`config.mk`:
```
export PLATFORM = sky130hd
export DESIGN_NAME = aux_bus_frame_transceiver_unit
export DESIGN_NICKNAME = d
export VERILOG_FILES = /design/src/design/abft_pkg.sv /design/src/design/abft_res_buf.sv /design/src/design/aux_bus_frame_transceiver_unit.sv
export SDC_FILE = /design/constraint.sdc
export NUM_CORES = 1
export LEC_CHECK = 0
export BUFFER_PORTS_ARGS = -buffer_cell sky130_fd_sc_hd__buf_2
export CORE_MARGIN = 2
export CORE_UTILIZATION = 34
export CTS_BUF_LIST = sky130_fd_sc_hd__clkbuf_2
export CTS_CLUSTER_DIAMETER = 50
export DETAILED_ROUTE_END_ITERATION = 7
export PLACE_DENSITY = 0.61
export SETUP_SLACK_MARGIN = 0.05
export SLEW_MARGIN = 20
export SYNTH_ARGS = -nofsm -noshare
export SYNTH_HDL_FRONTEND = slang
export SYNTH_SLANG_ARGS = --single-unit
```
`constraint.sdc`:
```
create_clock -name clk_i -period 8.9 [get_ports clk_i]
set_clock_uncertainty 0.2 [all_clocks]
set_input_delay 2.225 -clock clk_i [delete_from_list [all_inputs] [get_ports clk_i]]
set_output_delay 2.225 -clock clk_i [all_outputs]
set_load 0.02 [all_outputs]
```
`src/design/abft_pkg.sv`:
```
`default_nettype none

package abft_pkg;

  // largest payload a request may carry
  localparam int unsigned MaxPayload = 16;

  // a start item with an empty payload gives the most results: five header bytes and the checksum
  localparam int unsigned MaxResults = 6;
  localparam int unsigned CntW       = $clog2(MaxResults + 1);

  localparam int unsigned InTdataW  = 40;
  localparam int unsigned OutTdataW = 16;
  localparam int unsigned CfgIdxW   = 1;
  localparam int unsigned CfgDataW  = 16;

  localparam logic [CfgIdxW-1:0] RegTimeoutTicks = 1'b0;
  localparam logic [CfgIdxW-1:0] RegSourceAddr   = 1'b1;

  typedef enum logic [1:0] {
    CmdStart   = 2'd0,
    CmdPayload = 2'd1,
    CmdTick    = 2'd2,
    CmdRxByte  = 2'd3
  } cmd_e;

  typedef enum logic [2:0] {
    StOk       = 3'd0,
    StBadSize  = 3'd1,
    StTimeout  = 3'd2,
    StBadReply = 3'd3,
    StChecksum = 3'd4
  } status_e;

  typedef struct packed {
    logic       kind;
    logic [7:0] tx_byte;
    logic [2:0] status;
    logic       drive_select;
    logic       busy_led;
    logic       run_last;
  } result_t;

endpackage

`default_nettype wire

```
`src/design/abft_res_buf.sv`:
```
`default_nettype none

module abft_res_buf (
  input  wire logic              clk_i,
  input  wire logic              rst_ni,
  input  wire logic              load_i,
  input  wire logic [abft_pkg::CntW-1:0] load_cnt_i,
  input  wire abft_pkg::result_t load_res_i [abft_pkg::MaxResults],
  output logic                   free_o,
  output logic                   valid_o,
  input  wire logic              ready_i,
  output abft_pkg::result_t      res_o
);
  import abft_pkg::*;

  result_t         slot_q [MaxResults];
  logic [CntW-1:0] cnt_q;
  logic            take;

  assign valid_o = (cnt_q != '0);
  assign take    = valid_o & ready_i;
  assign res_o   = slot_q[0];
  // free when empty or when the last result leaves in this cycle
  assign free_o  = (cnt_q == '0) || ((cnt_q == CntW'(1)) && ready_i);

  always_ff @(posedge clk_i or negedge rst_ni) begin
    if (!rst_ni) begin
      cnt_q <= '0;
    end else if (load_i) begin
      cnt_q <= load_cnt_i;
    end else if (take) begin
      cnt_q <= cnt_q - CntW'(1);
    end
  end

  // head is slot 0, later results shift down as the head is taken
  always_ff @(posedge clk_i) begin
    if (load_i) begin
      slot_q <= load_res_i;
    end else if (take) begin
      for (int i = 0; i < MaxResults - 1; i++) begin
        slot_q[i] <= slot_q[i+1];
      end
    end
  end

  a_cnt_range: assert property (@(posedge clk_i) disable iff (!rst_ni)
    cnt_q <= CntW'(MaxResults))
    else $error("result count out of range");

  a_load_free: assert property (@(posedge clk_i) disable iff (!rst_ni)
    load_i |-> free_o)
    else $error("results loaded over pending results");

  a_load_shows: assert property (@(posedge clk_i) disable iff (!rst_ni)
    (load_i && load_cnt_i != '0) |=> valid_o)
    else $error("loaded results not presented");

  a_drain_empty: assert property (@(posedge clk_i) disable iff (!rst_ni)
    (take && cnt_q == CntW'(1) && !load_i) |=> !valid_o)
    else $error("result presented after drain");

endmodule

`default_nettype wire

```
`src/design/aux_bus_frame_transceiver_unit.sv`:
```
// channel   dir  handshake                      payload
// cfg       in   cfg_we_i                       cfg_index_i, cfg_data_i
// s_axis    in   s_axis_tvalid/s_axis_tready    tdata, tuser (command), tlast (burst end)
// m_axis    out  m_axis_tvalid/m_axis_tready    tdata, tuser (kind), tlast (run last)
//
// an item is worked in the cycle it is accepted; state updates at that edge and its
// results (0 to 6) load a result register that drains one per cycle while
// m_axis_tready is high; an item producing several results holds the input until
// its last result leaves; single-result and silent items go at one per cycle unstalled
// s_axis_tready is high when the result register is empty or its last result leaves
// reset clears the phase, counters and sums and sets timeout 200, source address 13
`default_nettype none

module aux_bus_frame_transceiver_unit (
  input  wire logic                           clk_i,
  input  wire logic                           rst_ni,
  input  wire logic                           cfg_we_i,
  input  wire logic [abft_pkg::CfgIdxW-1:0]   cfg_index_i,
  input  wire logic [abft_pkg::CfgDataW-1:0]  cfg_data_i,
  input  wire logic                           s_axis_tvalid,
  output logic                                s_axis_tready,
  // dest_address, message_id, payload_size, data_byte, select_level, zero fill
  input  wire logic [abft_pkg::InTdataW-1:0]  s_axis_tdata,
  // command
  input  wire logic [1:0]                     s_axis_tuser,
  input  wire logic                           s_axis_tlast,
  output logic                                m_axis_tvalid,
  input  wire logic                           m_axis_tready,
  // tx_byte, status, drive_select, busy_led, zero fill
  output logic [abft_pkg::OutTdataW-1:0]      m_axis_tdata,
  // kind
  output logic [0:0]                          m_axis_tuser,
  output logic                                m_axis_tlast
);
  import abft_pkg::*;

  typedef enum logic [2:0] {
    PhIdle,
    PhSend,
    PhWaitLow,
    PhWaitHigh,
    PhRecv
  } phase_e;

  localparam logic [15:0] TimeoutReset = 16'd200;
  localparam logic [7:0]  SourceReset  = 8'd13;
  localparam logic [7:0]  Preamble     = 8'h3b;
  localparam logic [7:0]  PayloadLimit = 8'(MaxPayload);
  localparam logic [8:0]  RxLimit      = 9'(MaxPayload + 6);

  function automatic result_t mk_byte(logic [7:0] b, logic led);
    result_t r;
    r              = '0;
    r.tx_byte      = b;
    r.drive_select = 1'b1;
    r.busy_led     = led;
    return r;
  endfunction

  function automatic result_t mk_status(status_e st);
    result_t r;
    r        = '0;
    r.kind   = 1'b1;
    r.status = st;
    return r;
  endfunction

  logic [15:0] timeout_q;
  logic [7:0]  source_q;

  phase_e      phase_q, phase_d;
  logic [7:0]  payload_left_q, payload_left_d;
  logic [7:0]  tx_sum_q, tx_sum_d;
  logic [15:0] wait_q, wait_d;
  logic [7:0]  rx_count_q, rx_count_d;
  logic [7:0]  rx_length_q, rx_length_d;
  logic [7:0]  rx_sum_q, rx_sum_d;
  logic [7:0]  rx_check_q, rx_check_d;
  logic        rx_seen_q, rx_seen_d;

  cmd_e        cmd;
  logic [7:0]  dest, msg_id, size, data;
  logic        sel, burst_end, accept, buf_free;
  logic [7:0]  len_byte, hdr_sum, pay_sum, len_new;
  logic [8:0]  rx_next;

  result_t         res   [MaxResults];
  logic [CntW-1:0] n_res;
  result_t         head;

  assign cmd       = cmd_e'(s_axis_tuser);
  assign dest      = s_axis_tdata[7:0];
  assign msg_id    = s_axis_tdata[15:8];
  assign size      = s_axis_tdata[23:16];
  assign data      = s_axis_tdata[31:24];
  assign sel       = s_axis_tdata[32];
  assign burst_end = s_axis_tlast;

  assign s_axis_tready = buf_free;
  assign accept        = s_axis_tvalid & buf_free;

  assign len_byte = size + 8'd3;
  assign hdr_sum  = len_byte + source_q + dest + msg_id;
  assign pay_sum  = tx_sum_q + data;
  assign len_new  = (rx_count_q == 8'd1) ? data : rx_length_q;
  assign rx_next  = {1'b0, rx_count_q} + 9'd1;

  always_comb begin
    phase_d        = phase_q;
    payload_left_d = payload_left_q;
    tx_sum_d       = tx_sum_q;
    wait_d         = wait_q;
    rx_count_d     = rx_count_q;
    rx_length_d    = rx_length_q;
    rx_sum_d       = rx_sum_q;
    rx_check_d     = rx_check_q;
    rx_seen_d      = rx_seen_q;
    n_res          = '0;
    for (int i = 0; i < MaxResults; i++) begin
      res[i] = '0;
    end

    case (cmd)
      CmdStart: begin
        if (size > PayloadLimit) begin
          res[0]  = mk_status(StBadSize);
          n_res   = CntW'(1);
          phase_d = PhIdle;
        end else begin
          res[0]         = mk_byte(Preamble, 1'b0);
          res[1]         = mk_byte(len_byte, 1'b0);
          res[2]         = mk_byte(source_q, 1'b0);
          res[3]         = mk_byte(dest, 1'b0);
          res[4]         = mk_byte(msg_id, 1'b0);
          n_res          = CntW'(5);
          tx_sum_d       = hdr_sum;
          payload_left_d = size;
          phase_d        = PhSend;
          if (size == 8'd0) begin
            res[5]  = mk_byte(8'd0 - hdr_sum, 1'b1);
            n_res   = CntW'(6);
            phase_d = PhWaitLow;
            wait_d  = '0;
          end
        end
      end
      CmdPayload: begin
        if (phase_q == PhSend) begin
          res[0]         = mk_byte(data, 1'b0);
          n_res          = CntW'(1);
          tx_sum_d       = pay_sum;
          payload_left_d = payload_left_q - 8'd1;
          if (payload_left_q == 8'd1) begin
            res[1]  = mk_byte(8'd0 - pay_sum, 1'b1);
            n_res   = CntW'(2);
            phase_d = PhWaitLow;
            wait_d  = '0;
          end
        end
      end
      CmdTick: begin
        if (phase_q == PhWaitLow || phase_q == PhWaitHigh) begin
          if (wait_q != '1) begin
            wait_d = wait_q + 16'd1;
          end
          if (phase_q == PhWaitLow && !sel) begin
            phase_d = PhWaitHigh;
          end else if (phase_q == PhWaitHigh && sel) begin
            phase_d     = PhRecv;
            rx_count_d  = '0;
            rx_length_d = '0;
            rx_sum_d    = '0;
            rx_check_d  = '0;
            rx_seen_d   = 1'b0;
          end else if (wait_d > timeout_q) begin
            res[0]  = mk_status(StTimeout);
            n_res   = CntW'(1);
            phase_d = PhIdle;
          end
        end
      end
      CmdRxByte: begin
        if (phase_q == PhRecv) begin
          rx_length_d = len_new;
          // bytes from the length byte through the last payload byte are summed
          if (rx_count_q != 8'd0 && {1'b0, rx_count_q} <= {1'b0, len_new} + 9'd1) begin
            rx_sum_d = rx_sum_q + data;
          end
          if (rx_count_q >= 8'd2 && {1'b0, rx_count_q} == {1'b0, len_new} + 9'd2) begin
            rx_check_d = data;
            rx_seen_d  = 1'b1;
          end
          if (rx_next >= RxLimit) begin
            res[0]  = mk_status(StBadReply);
            n_res   = CntW'(1);
            phase_d = PhIdle;
          end else begin
            rx_count_d = rx_next[7:0];
            if (burst_end) begin
              n_res   = CntW'(1);
              phase_d = PhIdle;
              if (rx_next[7:0] <= 8'd6) begin
                res[0] = mk_status(StBadReply);
              end else if (!rx_seen_d) begin
                res[0] = mk_status(StChecksum);
              end else if (8'(8'd0 - rx_sum_d) != rx_check_d) begin
                res[0] = mk_status(StChecksum);
              end else begin
                res[0] = mk_status(StOk);
              end
            end
          end
        end
      end
      default: begin
      end
    endcase

    for (int i = 0; i < MaxResults; i++) begin
      res[i].run_last = (n_res == CntW'(i + 1));
    end
  end

  always_ff @(posedge clk_i or negedge rst_ni) begin
    if (!rst_ni) begin
      timeout_q <= TimeoutReset;
      source_q  <= SourceReset;
    end else if (cfg_we_i) begin
      case (cfg_index_i)
        RegTimeoutTicks: timeout_q <= cfg_data_i;
        RegSourceAddr:   source_q  <= cfg_data_i[7:0];
        default: begin
        end
      endcase
    end
  end

  always_ff @(posedge clk_i or negedge rst_ni) begin
    if (!rst_ni) begin
      phase_q        <= PhIdle;
      payload_left_q <= '0;
      tx_sum_q       <= '0;
      wait_q         <= '0;
      rx_count_q     <= '0;
      rx_length_q    <= '0;
      rx_sum_q       <= '0;
      rx_check_q     <= '0;
      rx_seen_q      <= 1'b0;
    end else if (accept) begin
      phase_q        <= phase_d;
      payload_left_q <= payload_left_d;
      tx_sum_q       <= tx_sum_d;
      wait_q         <= wait_d;
      rx_count_q     <= rx_count_d;
      rx_length_q    <= rx_length_d;
      rx_sum_q       <= rx_sum_d;
      rx_check_q     <= rx_check_d;
      rx_seen_q      <= rx_seen_d;
    end
  end

  abft_res_buf u_res_buf (
    .clk_i      (clk_i),
    .rst_ni     (rst_ni),
    .load_i     (accept),
    .load_cnt_i (n_res),
    .load_res_i (res),
    .free_o     (buf_free),
    .valid_o    (m_axis_tvalid),
    .ready_i    (m_axis_tready),
    .res_o      (head)
  );

  assign m_axis_tdata = {3'b000, head.busy_led, head.drive_select, head.status, head.tx_byte};
  assign m_axis_tuser = head.kind;
  assign m_axis_tlast = head.run_last;

  a_led_on_byte: assert property (@(posedge clk_i) disable iff (!rst_ni)
    (m_axis_tvalid && head.busy_led) |-> (head.drive_select && !head.kind))
    else $error("busy led on a result that is not a transmitted byte");

  a_checksum_ends_send: assert property (@(posedge clk_i) disable iff (!rst_ni)
    (accept && phase_q == PhSend && cmd == CmdPayload && payload_left_q == 8'd1)
      |=> phase_q == PhWaitLow && wait_q == '0)
    else $error("last payload byte did not start the handshake wait");

  a_wait_sat: assert property (@(posedge clk_i) disable iff (!rst_ni)
    (accept && wait_q == '1 && cmd == CmdTick && phase_q == PhWaitHigh && !sel)
      |=> (wait_q == '1 || phase_q == PhIdle))
    else $error("wait count wrapped");

endmodule

`default_nettype wire

```
### Yosys cells after proc, flatten, opt, wreduce, memory -nomap -nowiden

Cells that the tools add are included.

* output and inout port bits: 20
* bits of input ports: 65
* word-level logic and storage cells: 218
* register bits after elaboration: 185

* order comparisons: 6
* add/subtract/negate cells: 15
* bitwise gates (word level): 5
* reductions and logical operators: 26
* equal/unequal tests: 30
* mux-type cells: 88

Operator list (number)
* $mux W8: 19
* $mux W75: 2
* $mux W16: 8
* $mux W15: 8
* $pmux W8 S2: 6
* $mux W74: 1
* $mux W60: 1
* $pmux W15 S4: 1
* $pmux W16 S3: 1
* $add A8 B8 Y8: 5
* $mux W3: 12
* $pmux W15 S2: 1
* $mux W29: 1
* $mux W14: 2
* $pmux W3 S4: 2
* $sub A1 B8 Y8 const A: 3
* $reduce_and A7 Y1: 3
* $add A8 B1 Y9 const B: 2
* $mux W6: 3
* $ne A2 B2 Y1 const B: 9
* $add A16 B1 Y16 const B: 1
* $eq A8 B1 Y1 const B: 2
* $gt A16 B16 Y1: 1
* $ne A16 B16 Y1 const B: 1
* other kinds (37): 75

### Logic depth before layout (Yosys ltp)

Gate-level depths: netlist of run 1.

* depth after elaboration: 18
* depth in mapped cells: 27
* gate-level depth less buffers: 25

### Cells and area by module

A second synthesis of run 1 with hierarchy kept.

* cell total of the unflattened synthesis: 1178
* area, all modules: 12177.9 sq um

By module, submodules not included
* aux_bus_frame_transceiver_unit: times used 1, area an instance 8012.7 sq um, cells each 962, seq. area each 2309.7 sq um
* abft_res_buf: times used 1, area an instance 4165.2 sq um, cells each 216, seq. area each 2777.7 sq um

### Least setup slack after synthesis of run 1

OpenSTA, ideal clock, no wires.

* path type: input to register
* start: input s_axis_tdata[26] in the netlist's numbering
* end: register u_res_buf.slot_q (netlist bit u_res_buf.res_o[5]) (data pin)
* data arrival time: 5.910 ns
* cell stages on the path: 21
* setup slack: 2.518 ns
* setup time: 0.272 ns
* path buffers: 2
* required time: 8.428 ns
* cell sequence: clkbuf_1 mux2i_1 inv_1 ha_1 nand2_1 mux2_2 nor3_1 xor2_1 ha_1 nand4_1 o22ai_1 o41ai_4 buf_4 mux2i_1 ha_1 inv_1 nor4b_1 o211ai_1 nor3b_1 mux2i_1 a41oi_1

* longest elaborated chain between the ends: 17
* elaborated cells between the ends (all ways): 27
* those cells by class: 4 x add/sub; 1 x order compare; 2 x eq/ne; 18 x mux; 2 x reduce/logical

Ends and longest elaborated chain
* start: declaration: line aux_bus_frame_transceiver_unit.sv:23 `input wire logic [abft_pkg::InTdataW-1:0] s_axis_tdata,`
* $mux W8: line aux_bus_frame_transceiver_unit.sv:105 `assign len_new = (rx_count_q == 8'd1) ? data : rx_length_q;`
* $add A8 B1 Y9: line aux_bus_frame_transceiver_unit.sv:186 `if (rx_count_q != 8'd0 && {1'b0, rx_count_q} <= {1'b0, len_new} + 9'd1) begin`
* $le A8 B9 Y1: line aux_bus_frame_transceiver_unit.sv:186
* $logic_and A1 B1 Y1: line aux_bus_frame_transceiver_unit.sv:186
* $mux W8: line aux_bus_frame_transceiver_unit.sv:186
* $mux W8: line aux_bus_frame_transceiver_unit.sv:183 `if (phase_q == PhRecv) begin`
* $mux W8: line aux_bus_frame_transceiver_unit.sv:123 `case (cmd)`
* $sub A1 B8 Y8: line aux_bus_frame_transceiver_unit.sv:206 `end else if (8'(8'd0 - rx_sum_d) != rx_check_d) begin`
* $ne A8 B8 Y1: line aux_bus_frame_transceiver_unit.sv:206
* $mux W6: line aux_bus_frame_transceiver_unit.sv:206
* $mux W6 *: line aux_bus_frame_transceiver_unit.sv:204 `end else if (!rx_seen_d) begin`
* $mux W6 *: line aux_bus_frame_transceiver_unit.sv:202 `if (rx_next[7:0] <= 8'd6) begin`
* $mux W15 *: line aux_bus_frame_transceiver_unit.sv:199 `if (burst_end) begin`
* $mux W15 *: line aux_bus_frame_transceiver_unit.sv:193 `if (rx_next >= RxLimit) begin`
* $mux W15 *: line aux_bus_frame_transceiver_unit.sv:183
* $pmux W15 S4 *: line aux_bus_frame_transceiver_unit.sv:123
* $mux W75 *: line abft_res_buf.sv:38 `if (load_i) begin`
* end signal: assignment: line abft_res_buf.sv:39 `slot_q <= load_res_i;`
* end signal: indexed assignment: line abft_res_buf.sv:42 `slot_q[i] <= slot_q[i+1];`
* end: declaration: line abft_res_buf.sv:16 `result_t slot_q [MaxResults];`

Mark *: on every way between the ends. The rest lies on a longest branch, timed or not. The select of a mux whose other input is x is not followed.
A chain may end at the register's enable or synchronous reset.

### Worst setup path after layout of run 1

* start: register rx_count_q[1]
* end: register u_res_buf.slot_q (netlist bit u_res_buf.res_o[5]) (data pin)

* longest elaborated chain between the ends: 18
* elaborated cells between the ends (all ways): 32
* those cells by class: 4 x add/sub; 4 x order compare; 3 x eq/ne; 18 x mux; 3 x reduce/logical

Ends and longest elaborated chain
* start: declaration: line aux_bus_frame_transceiver_unit.sv:75 `logic [7:0] rx_count_q, rx_count_d;`
* start signal: assignment: line aux_bus_frame_transceiver_unit.sv:254 `rx_count_q <= rx_count_d;`
* $eq A8 B1 Y1: line aux_bus_frame_transceiver_unit.sv:105
* $mux W8: line aux_bus_frame_transceiver_unit.sv:105
* $add A8 B1 Y9: line aux_bus_frame_transceiver_unit.sv:186
* $le A8 B9 Y1: line aux_bus_frame_transceiver_unit.sv:186
* $logic_and A1 B1 Y1: line aux_bus_frame_transceiver_unit.sv:186
* $mux W8: line aux_bus_frame_transceiver_unit.sv:186
* $mux W8: line aux_bus_frame_transceiver_unit.sv:183
* $mux W8: line aux_bus_frame_transceiver_unit.sv:123
* [2 not listed]
* $mux W6: line aux_bus_frame_transceiver_unit.sv:206
* $mux W6: line aux_bus_frame_transceiver_unit.sv:204
* $mux W6: line aux_bus_frame_transceiver_unit.sv:202
* $mux W15: line aux_bus_frame_transceiver_unit.sv:199
* $mux W15 *: line aux_bus_frame_transceiver_unit.sv:193
* $mux W15 *: line aux_bus_frame_transceiver_unit.sv:183
* $pmux W15 S4 *: line aux_bus_frame_transceiver_unit.sv:123
* $mux W75 *: line abft_res_buf.sv:38

Marked as above.

==> results.md, run 1 <==
- Fraction of registers with async set/reset: 0.579
- Worst EP arrival: 7.26 ns
- Average routed wire per standard cell: 16.6 um
- Met2 GRT Util: 0.263
- Crit-path leading delay family: simple AND/OR/NAND/NOR gates
- Max Cap Violations: 0
- Ys Warns: 0
- Synthesized cell area: 10,900 sq um
- Final slew viol count: 0
- Met1 Use GR: 0.238
- CTS tree: yes
- DRC Markers: 0
- Initial Utilization: 0.345
- Startpoint types: register
- CTS H-tree depth: 4
- Largest net degree at the start of global routing: 73
- Largest area contributor in the netlist: dfrtp_1
- Post-route ant nets: 0
- GR Util met3: 0.0284
- Kind of end point of the critical path: register
- Post-CTS Resized: 0
- IO buf count: 74
- Hold Fails Final Rpt: 0
- DRT Pass-1 Iters: 5
- Post-synth top area share: 0.204
- Clock Sinks: 164
- Worst relative slew slack: 0.307
- Clock Latency Late Sink: 0.75 ns
- Period utilization: 0.777
- TritonCTS Buffers: 17
- Clk pin slew, worst setup/hold paths: 0.27 ns
- NumNets Final: 1,352
- Hold Path Cell Cnt: 2
- Area of the die: 33,600 sq um
- DRT iter0 DRCs: 655
- # IOs: 85
- Crit-path slowest cell: nand2_1
- Hold Buf Count CTS: 0
- Tightest Hold Check Type: register to register
- Status: finished clean
- Layout cell share with drive strength beyond 1: 0.125
- Setup_tns: 0 ns
- Worst-Margin Slew: 1.01 ns
- Unique masters post-synth: 70
- Via count: 8,636
- GRT Total Usage: 0.165
- Crit Path Max Fanout: 18
- Die Width: 183 um
- Worst r2r path cells: 25
- CTS max path bufs: 2
- Row count: 65
- Critical path required time: 9.25 ns
- Synth cell count leaders: nand2_1 (157), o21ai_0 (107), dfrtp_1 (89)
- Largest cells by area after synthesis: dfrtp_1 (20%), edfxtp_1 (19%), ha_1 (7.0%)
- Post-Synthesis Cells: 1,180
- Core Region: 31,600 sq um
- Post-DP HPWL: 19.7 mm
- PwrDens: 283 nW/um^2
- Seq/Total Area, Yosys: 0.408
- Syn Area/Cell: 9.26 sq um
- Setup violations, final: 0
- Final Non-Filler Cells: 1,626
- Post-layout minimum cycle time: 6.92 ns
- Crit. path cell count: 25
- Post-CTS setup buffers: 0
- Multi-input logic area: 5910 sq um
- Ys flop type: dfrtp_1
- Vias in the first global route: 8,306
- Initial antenna violation count: 2
- Placed Cells: 1,593
- Die Ht: 183 um
- Number of fill cells: 3,199
- Post-synth EDFFs: 69
- CTS root buf: clkbuf_2
- Fmax achieved: 0.145 GHz
- Count leader, synth: nand2_1
- Yosys reg bits: 164
- Layout area overhead: 8.14%
- Worst vdd ir: 127 uV
- Gpl congestion: 0.853
- Routed wire length: 27.0 mm
- Sequential Area: 4460 sq um
- Vias per cell: 5.31
- GRT overflow: 0
- Top Usage Layer GRT: met2
- Global-route wire length before repair: 44.0 mm
- Crit-path max cell delay: 0.60 ns
- Setup Crit Path Kind: register to register
- Most frequent CP cell: ha_1
- RSZ-0062 raised after global routing: false
- Leak Pwr: 5.12 nW
- CP bufs+invs: 4
[sequential cells by signal (all words and copies together), names as in the netlist, 3 cells and up]
signal and flops:
payload_left_q 8, phase_q 3, rx_check_q 8, rx_count_q 8, rx_length_q 8, rx_sum_q 8, source_q 8, timeout_q 16
tx_sum_q 8, u_res_buf.cnt_q 3, u_res_buf.res_o 15, u_res_buf.slot_q 54, wait_q 16
[area by class of cell]
class                      instances  share of cell area
tap                              402              0.0426
clock buffer                      19             0.00805
multi-input combinational        885               0.500
clock inverter                    13              0.0163
sequential                       164               0.377
inverter                          60              0.0191
antenna                            1            0.000212
timing repair buffer              82              0.0366
[power by group]
group          switching [mW]  internal [mW]  total (mW)
clock                   0.292          0.194       0.486
combinational           0.996          0.680        1.68
sequential              0.139           1.04        1.18
[per-layer routing]
metal | vias to the layer above | routed length (um) | part of all wire
li1 | 4221 | - | -
met1 | 4153 | 13100 | 0.49
met2 | 243 | 12200 | 0.45
met3 | 19 | 1490 | 0.055
met4 | 0 | 238 | 0.0088
met5 | - | 0 | 0
[cell families (layout without fill, tap and decap cells)]
logic type / count (synthesis) / after routing / synth area share
and+or+nand+nor: 409 / 409 / 0.179
AOI/OAI and AO/OA: 286 / 286 / 0.166
DFF: 164 / 164 / 0.408
buffers and inverters: 133 / 174 / 0.0536
adders and majority gates: 77 / 77 / 0.0991
xor gates and xnor gates: 73 / 73 / 0.0585
muxes: 37 / 37 / 0.0357
other: 1 / 4 / 0.000343
[worst paths after layout]
path	slack, ns	endpoint	startpoint
worst min-delay path	0.32	tx_sum_q[3]	tx_sum_q[3]
min in group asynchronous	1.23	timeout_q[13]	rst_ni
worst min register to register	0.32	tx_sum_q[3]	tx_sum_q[3]
worst max-delay path	1.98	u_res_buf.res_o[5]	rx_count_q[1]
max in group asynchronous	6.11	rx_length_q[6]	rst_ni
worst max register to register	1.98	u_res_buf.res_o[5]	rx_count_q[1]
[worst register-to-register path, stage by stage, from the launching register on]
cell,delay (ns)
dfrtp_1,0.54
inv_1,0.14
ha_1,0.25
nor3b_1,0.59
nand2_1,0.60
mux2i_1,0.58
inv_1,0.09
ha_1,0.27
nor2b_1,0.18
nand3_1,0.10
xor2_1,0.15
nor2_1,0.05
a21oi_1,0.18
ha_1,0.27
nand4_1,0.12
o22ai_1,0.13
o41ai_4,0.38
buf_4,0.28
mux2i_1,0.44
ha_1,0.23
inv_1,0.10
nor4b_1,0.32
o211ai_1,0.11
nor3b_1,0.15
mux2i_1,0.17
a41oi_1,0.11
[cells in the final DEF, fill, tap and decap left out, types with 45 or more instances in the layout]
cell / instances
inv_1: 60
xnor2_1: 45
edfxtp_1: 69
dfrtp_1: 89
nand2_1: 156
nor2_1: 88
a21oi_1: 63
o21ai_0: 105
ha_1: 61
buf_2: 73
[per-stage QoR]
stage | cell area [sq um] | hold WS (ns) | util | power (mW) | worst slack, ns
floorplan | 10900 | 0.254 | - | 2.49 | 2.52
global placement | 11500 | 0.272 | 0.364 | 2.83 | 1.80
detailed placement | 11500 | 0.276 | 0.364 | 2.87 | 1.73
CTS | 11800 | 0.323 | 0.373 | 3.36 | 2.01
global route | 11800 | 0.345 | 0.374 | 3.63 | 1.51
finish | 11800 | 0.319 | 0.374 | 3.35 | 1.98
(Power assumes the default switching activity.)
==> inputs of run 2 (changes only) <==
--- a/config.mk
+++ b/config.mk
@@ -5,6 +5,7 @@
 export SDC_FILE = /design/constraint.sdc
 export NUM_CORES = 1
 export LEC_CHECK = 0
+export ABC_AREA = 1
 export BUFFER_PORTS_ARGS = -buffer_cell sky130_fd_sc_hd__buf_2
 export CORE_MARGIN = 2
 export CORE_UTILIZATION = 34
==> constraint.sdc (replaced) <==
create_clock -name clk_i -period 6.82 [get_ports clk_i]
set_clock_uncertainty 0.2 [all_clocks]
set_input_delay 1.705 -clock clk_i [delete_from_list [all_inputs] [get_ports clk_i]]
set_output_delay 1.705 -clock clk_i [all_outputs]
set_load 0.02 [all_outputs]
==> run 2 against run 1 <==
  * Die area grew 0.71%
  * Combinational power grew 36%
  * Final area grew 0.74%
  * Critical path type is now input port to register
  * Worst setup slack lost 0.12 ns
  * Sequential share of layout area shrank 0.28 points
  * Wire length grew 0.98%
  * Clock power grew 4.5%
  * Utilization grew 0.18 points
  * Sequential power grew 35%
  * Register-to-register slack lost 0.11 ns
  * Total power grew 31%
  * Clock-buffer cell count shrank 2
==> results.md, run 2 <==
- Number of fill cells: 3,338
- Multi-input logic area: 5480 sq um
- Most frequent CP cell: nand2_1
- Commonest non-fill, non-tap cell in the layout: nand2_1
- Synthesized cell area: 11,000 sq um
- Average routed wire per standard cell: 15.0 um
- Die Ht: 184 um
- Worst EP arrival: 5.33 ns
- Setup violations, final: 0
- Max reg flops: 54
- Post-DP HPWL: 20.5 mm
- Crit-path max cell delay: 0.30 ns
- DRT iter0 DRCs: 660
- Largest regs: u_res_buf.slot_q x54, timeout_q x16, wait_q x16
- CTS max path bufs: 2
- Total power: 4.38 mW
- Hold Fails Final Rpt: 0
- Syn Area/Cell: 8.18 sq um
- CTS H-tree depth: 4
- Clock Sinks: 164
- Dpl cell area: 11,700 sq um
- Kind of end point of the critical path: register
- Clk pin slew, worst setup/hold paths: 0.26 ns
- Crit-path slowest cell: ha_1
- CTS tree: yes
- Post-Synthesis Cells: 1,345
- RSZ-0062 raised after global routing: false
- GRT overflow: 0
- Critical path required time: 7.19 ns
- Layout cell share with drive strength beyond 1: 0.131
- Core Region: 31,700 sq um
- Clock Latency Late Sink: 0.80 ns
- Post-CTS Resized: 0
- GRT Total Usage: 0.167
- Largest family of logic cells by synthesized area: simple AND/OR/NAND/NOR gates
- Vias in the first global route: 8,725
- Unique masters post-synth: 56
- Gpl congestion: 0.875
- Top reg by flops: u_res_buf.slot_q
- Synth cell count leaders: nand2_1 (285), inv_1 (202), o21ai_0 (104)
- Compound-Gate Fraction of Synth Area: 0.132
- Fmax achieved: 0.202 GHz
- Post-Synth Simple-Gate Area: 0.224
- Post-synth top area share: 0.202
- CTS root buf: clkbuf_2
- Die Width: 184 um
- Area of the die: 33,800 sq um
- Adder-cell share of the synthesized area: 0.0984
- Status: finished clean
- Setup_tns: 0 ns
- Fraction of registers with async set/reset: 0.579
- Post-synth EDFFs: 69
- Period utilization: 0.727
- IO buf count: 74
- Commonest cells after routing, fill and taps aside: nand2_1 (284), inv_1 (202), o21ai_0 (104)
- NumNets Final: 1,545
- Xor/xnor share of the synthesized area: 0.0398
- Final slew viol count: 0
- Yosys reg bits: 164
- Crit Path Max Fanout: 12
- Via count: 8,977
- Sequential Area: 4460 sq um
- Initial Utilization: 0.347
- Routed wire length: 27.2 mm
- Ys Warns: 0
- Worst vdd ir: 188 uV
- Layout area overhead: 8.16%
- Initial antenna violation count: 3
- Hold Buf Count CTS: 0
- # IOs: 85
- Largest net degree at the start of global routing: 66
- DRC Markers: 0
- DRT Pass-1 Iters: 5
- PwrDens: 368 nW/um^2
- Ys flop type: dfrtp_1
- Post-layout minimum cycle time: 4.96 ns
- Max Cap Violations: 0
- Tightest Hold Check Type: register to register
- Largest cells by area after synthesis: dfrtp_1 (20%), edfxtp_1 (19%), nand2_1 (9.7%)
- Startpoint types: input port
- Vias per cell: 4.93
- Row count: 65
- Largest area contributor in the netlist: dfrtp_1
- TritonCTS Buffers: 17
- Count leader, synth: nand2_1
- Leak Pwr: 5.76 nW
- Post-CTS setup buffers: 0
- Seq/Total Area, Yosys: 0.405
- Post-route ant nets: 0
- Global-route wire length before repair: 44.7 mm
- Fin area: 11,900 sq um
- Mux share of post-synthesis cell area: 0.00193
- Worst relative slew slack: 0.386
- Worst-Margin Slew: 0.918 ns
- Setup Crit Path Kind: input port to register
## run 2: cell count changes after synthesis, sizes merged, moves of 14 or more
cell,previous run,this run
nand2,157,314
inv,60,211
nand3,35,85
xnor2,45,8
clkbuf,48,24
mux2i,21,1
mux2,16,1
xor2,28,42
## run 2: logic make-up after synthesis
group	Yosys count
simple gates	547
buf+inv	260
compound gates	244
flops	164
fa+ha+maj	77
xor+xnor	50
mux	2
other cells	1
## run 2: critical path, delay by kind of cell
kind | cells | cell delay (ns)
fa+ha+maj | 3 | 0.75
compound gates | 2 | 0.35
buf+inv | 4 | 0.34
xor+xnor | 1 | 0.10
simple gates | 22 | 2.03
## run 2: path summary, 6_finish.rpt
path	start	end	slack, ns	cells after the start
max in group asynchronous	rst_ni	source_q[6]	4.62	2
min in group asynchronous	rst_ni	rx_count_q[4]	0.68	1
hold / removal	timeout_q[7]	timeout_q[7]	0.31	2
setup reg to reg	rx_count_q[1]	u_res_buf.res_o[5]	1.87	35
setup / recovery	s_axis_tdata[24]	u_res_buf.res_o[5]	1.86	32
hold reg to reg	timeout_q[7]	timeout_q[7]	0.31	2
## run 2: per-layer routing
| metal | part of all wire | vias up | global-route usage |
|---|---|---|---|
| met3 | 0.047 | 26 | 0.0329 |
| met5 | 0 | - | 0 |
| li1 | - | 4529 | - |
| met4 | 0.015 | 0 | 0.0394 |
| met2 | 0.45 | 203 | 0.266 |
| met1 | 0.49 | 4219 | 0.234 |
## run 2: cell type report
class / instances / area share
timing repair buffer: 85 / 0.0383
sequential: 164 / 0.374
antenna: 3 / 0.000631
tap: 402 / 0.0422
clock buffer: 17 / 0.00715
clock inverter: 15 / 0.0101
multi-input combinational: 923 / 0.460
inverter: 212 / 0.0668
## run 2: stage by stage
stage,worst slack (ns),utilization,hold slack (ns),instances
final,1.86,0.375,0.313,1821
after global routing,1.34,0.375,0.337,1821
after CTS,1.88,0.375,0.320,1818
after detailed placement,1.07,0.369,0.275,1786
after global placement,1.15,0.369,0.265,1786
after floorplan,1.92,-,0.250,1347
## run 2: where the power goes
group,internal (mW),leakage [nW],switching [mW]
clock network,0.107,0.127,0.402
registers,1.39,1.85,0.203
logic,0.832,3.79,1.45
total,2.32,5.76,2.05
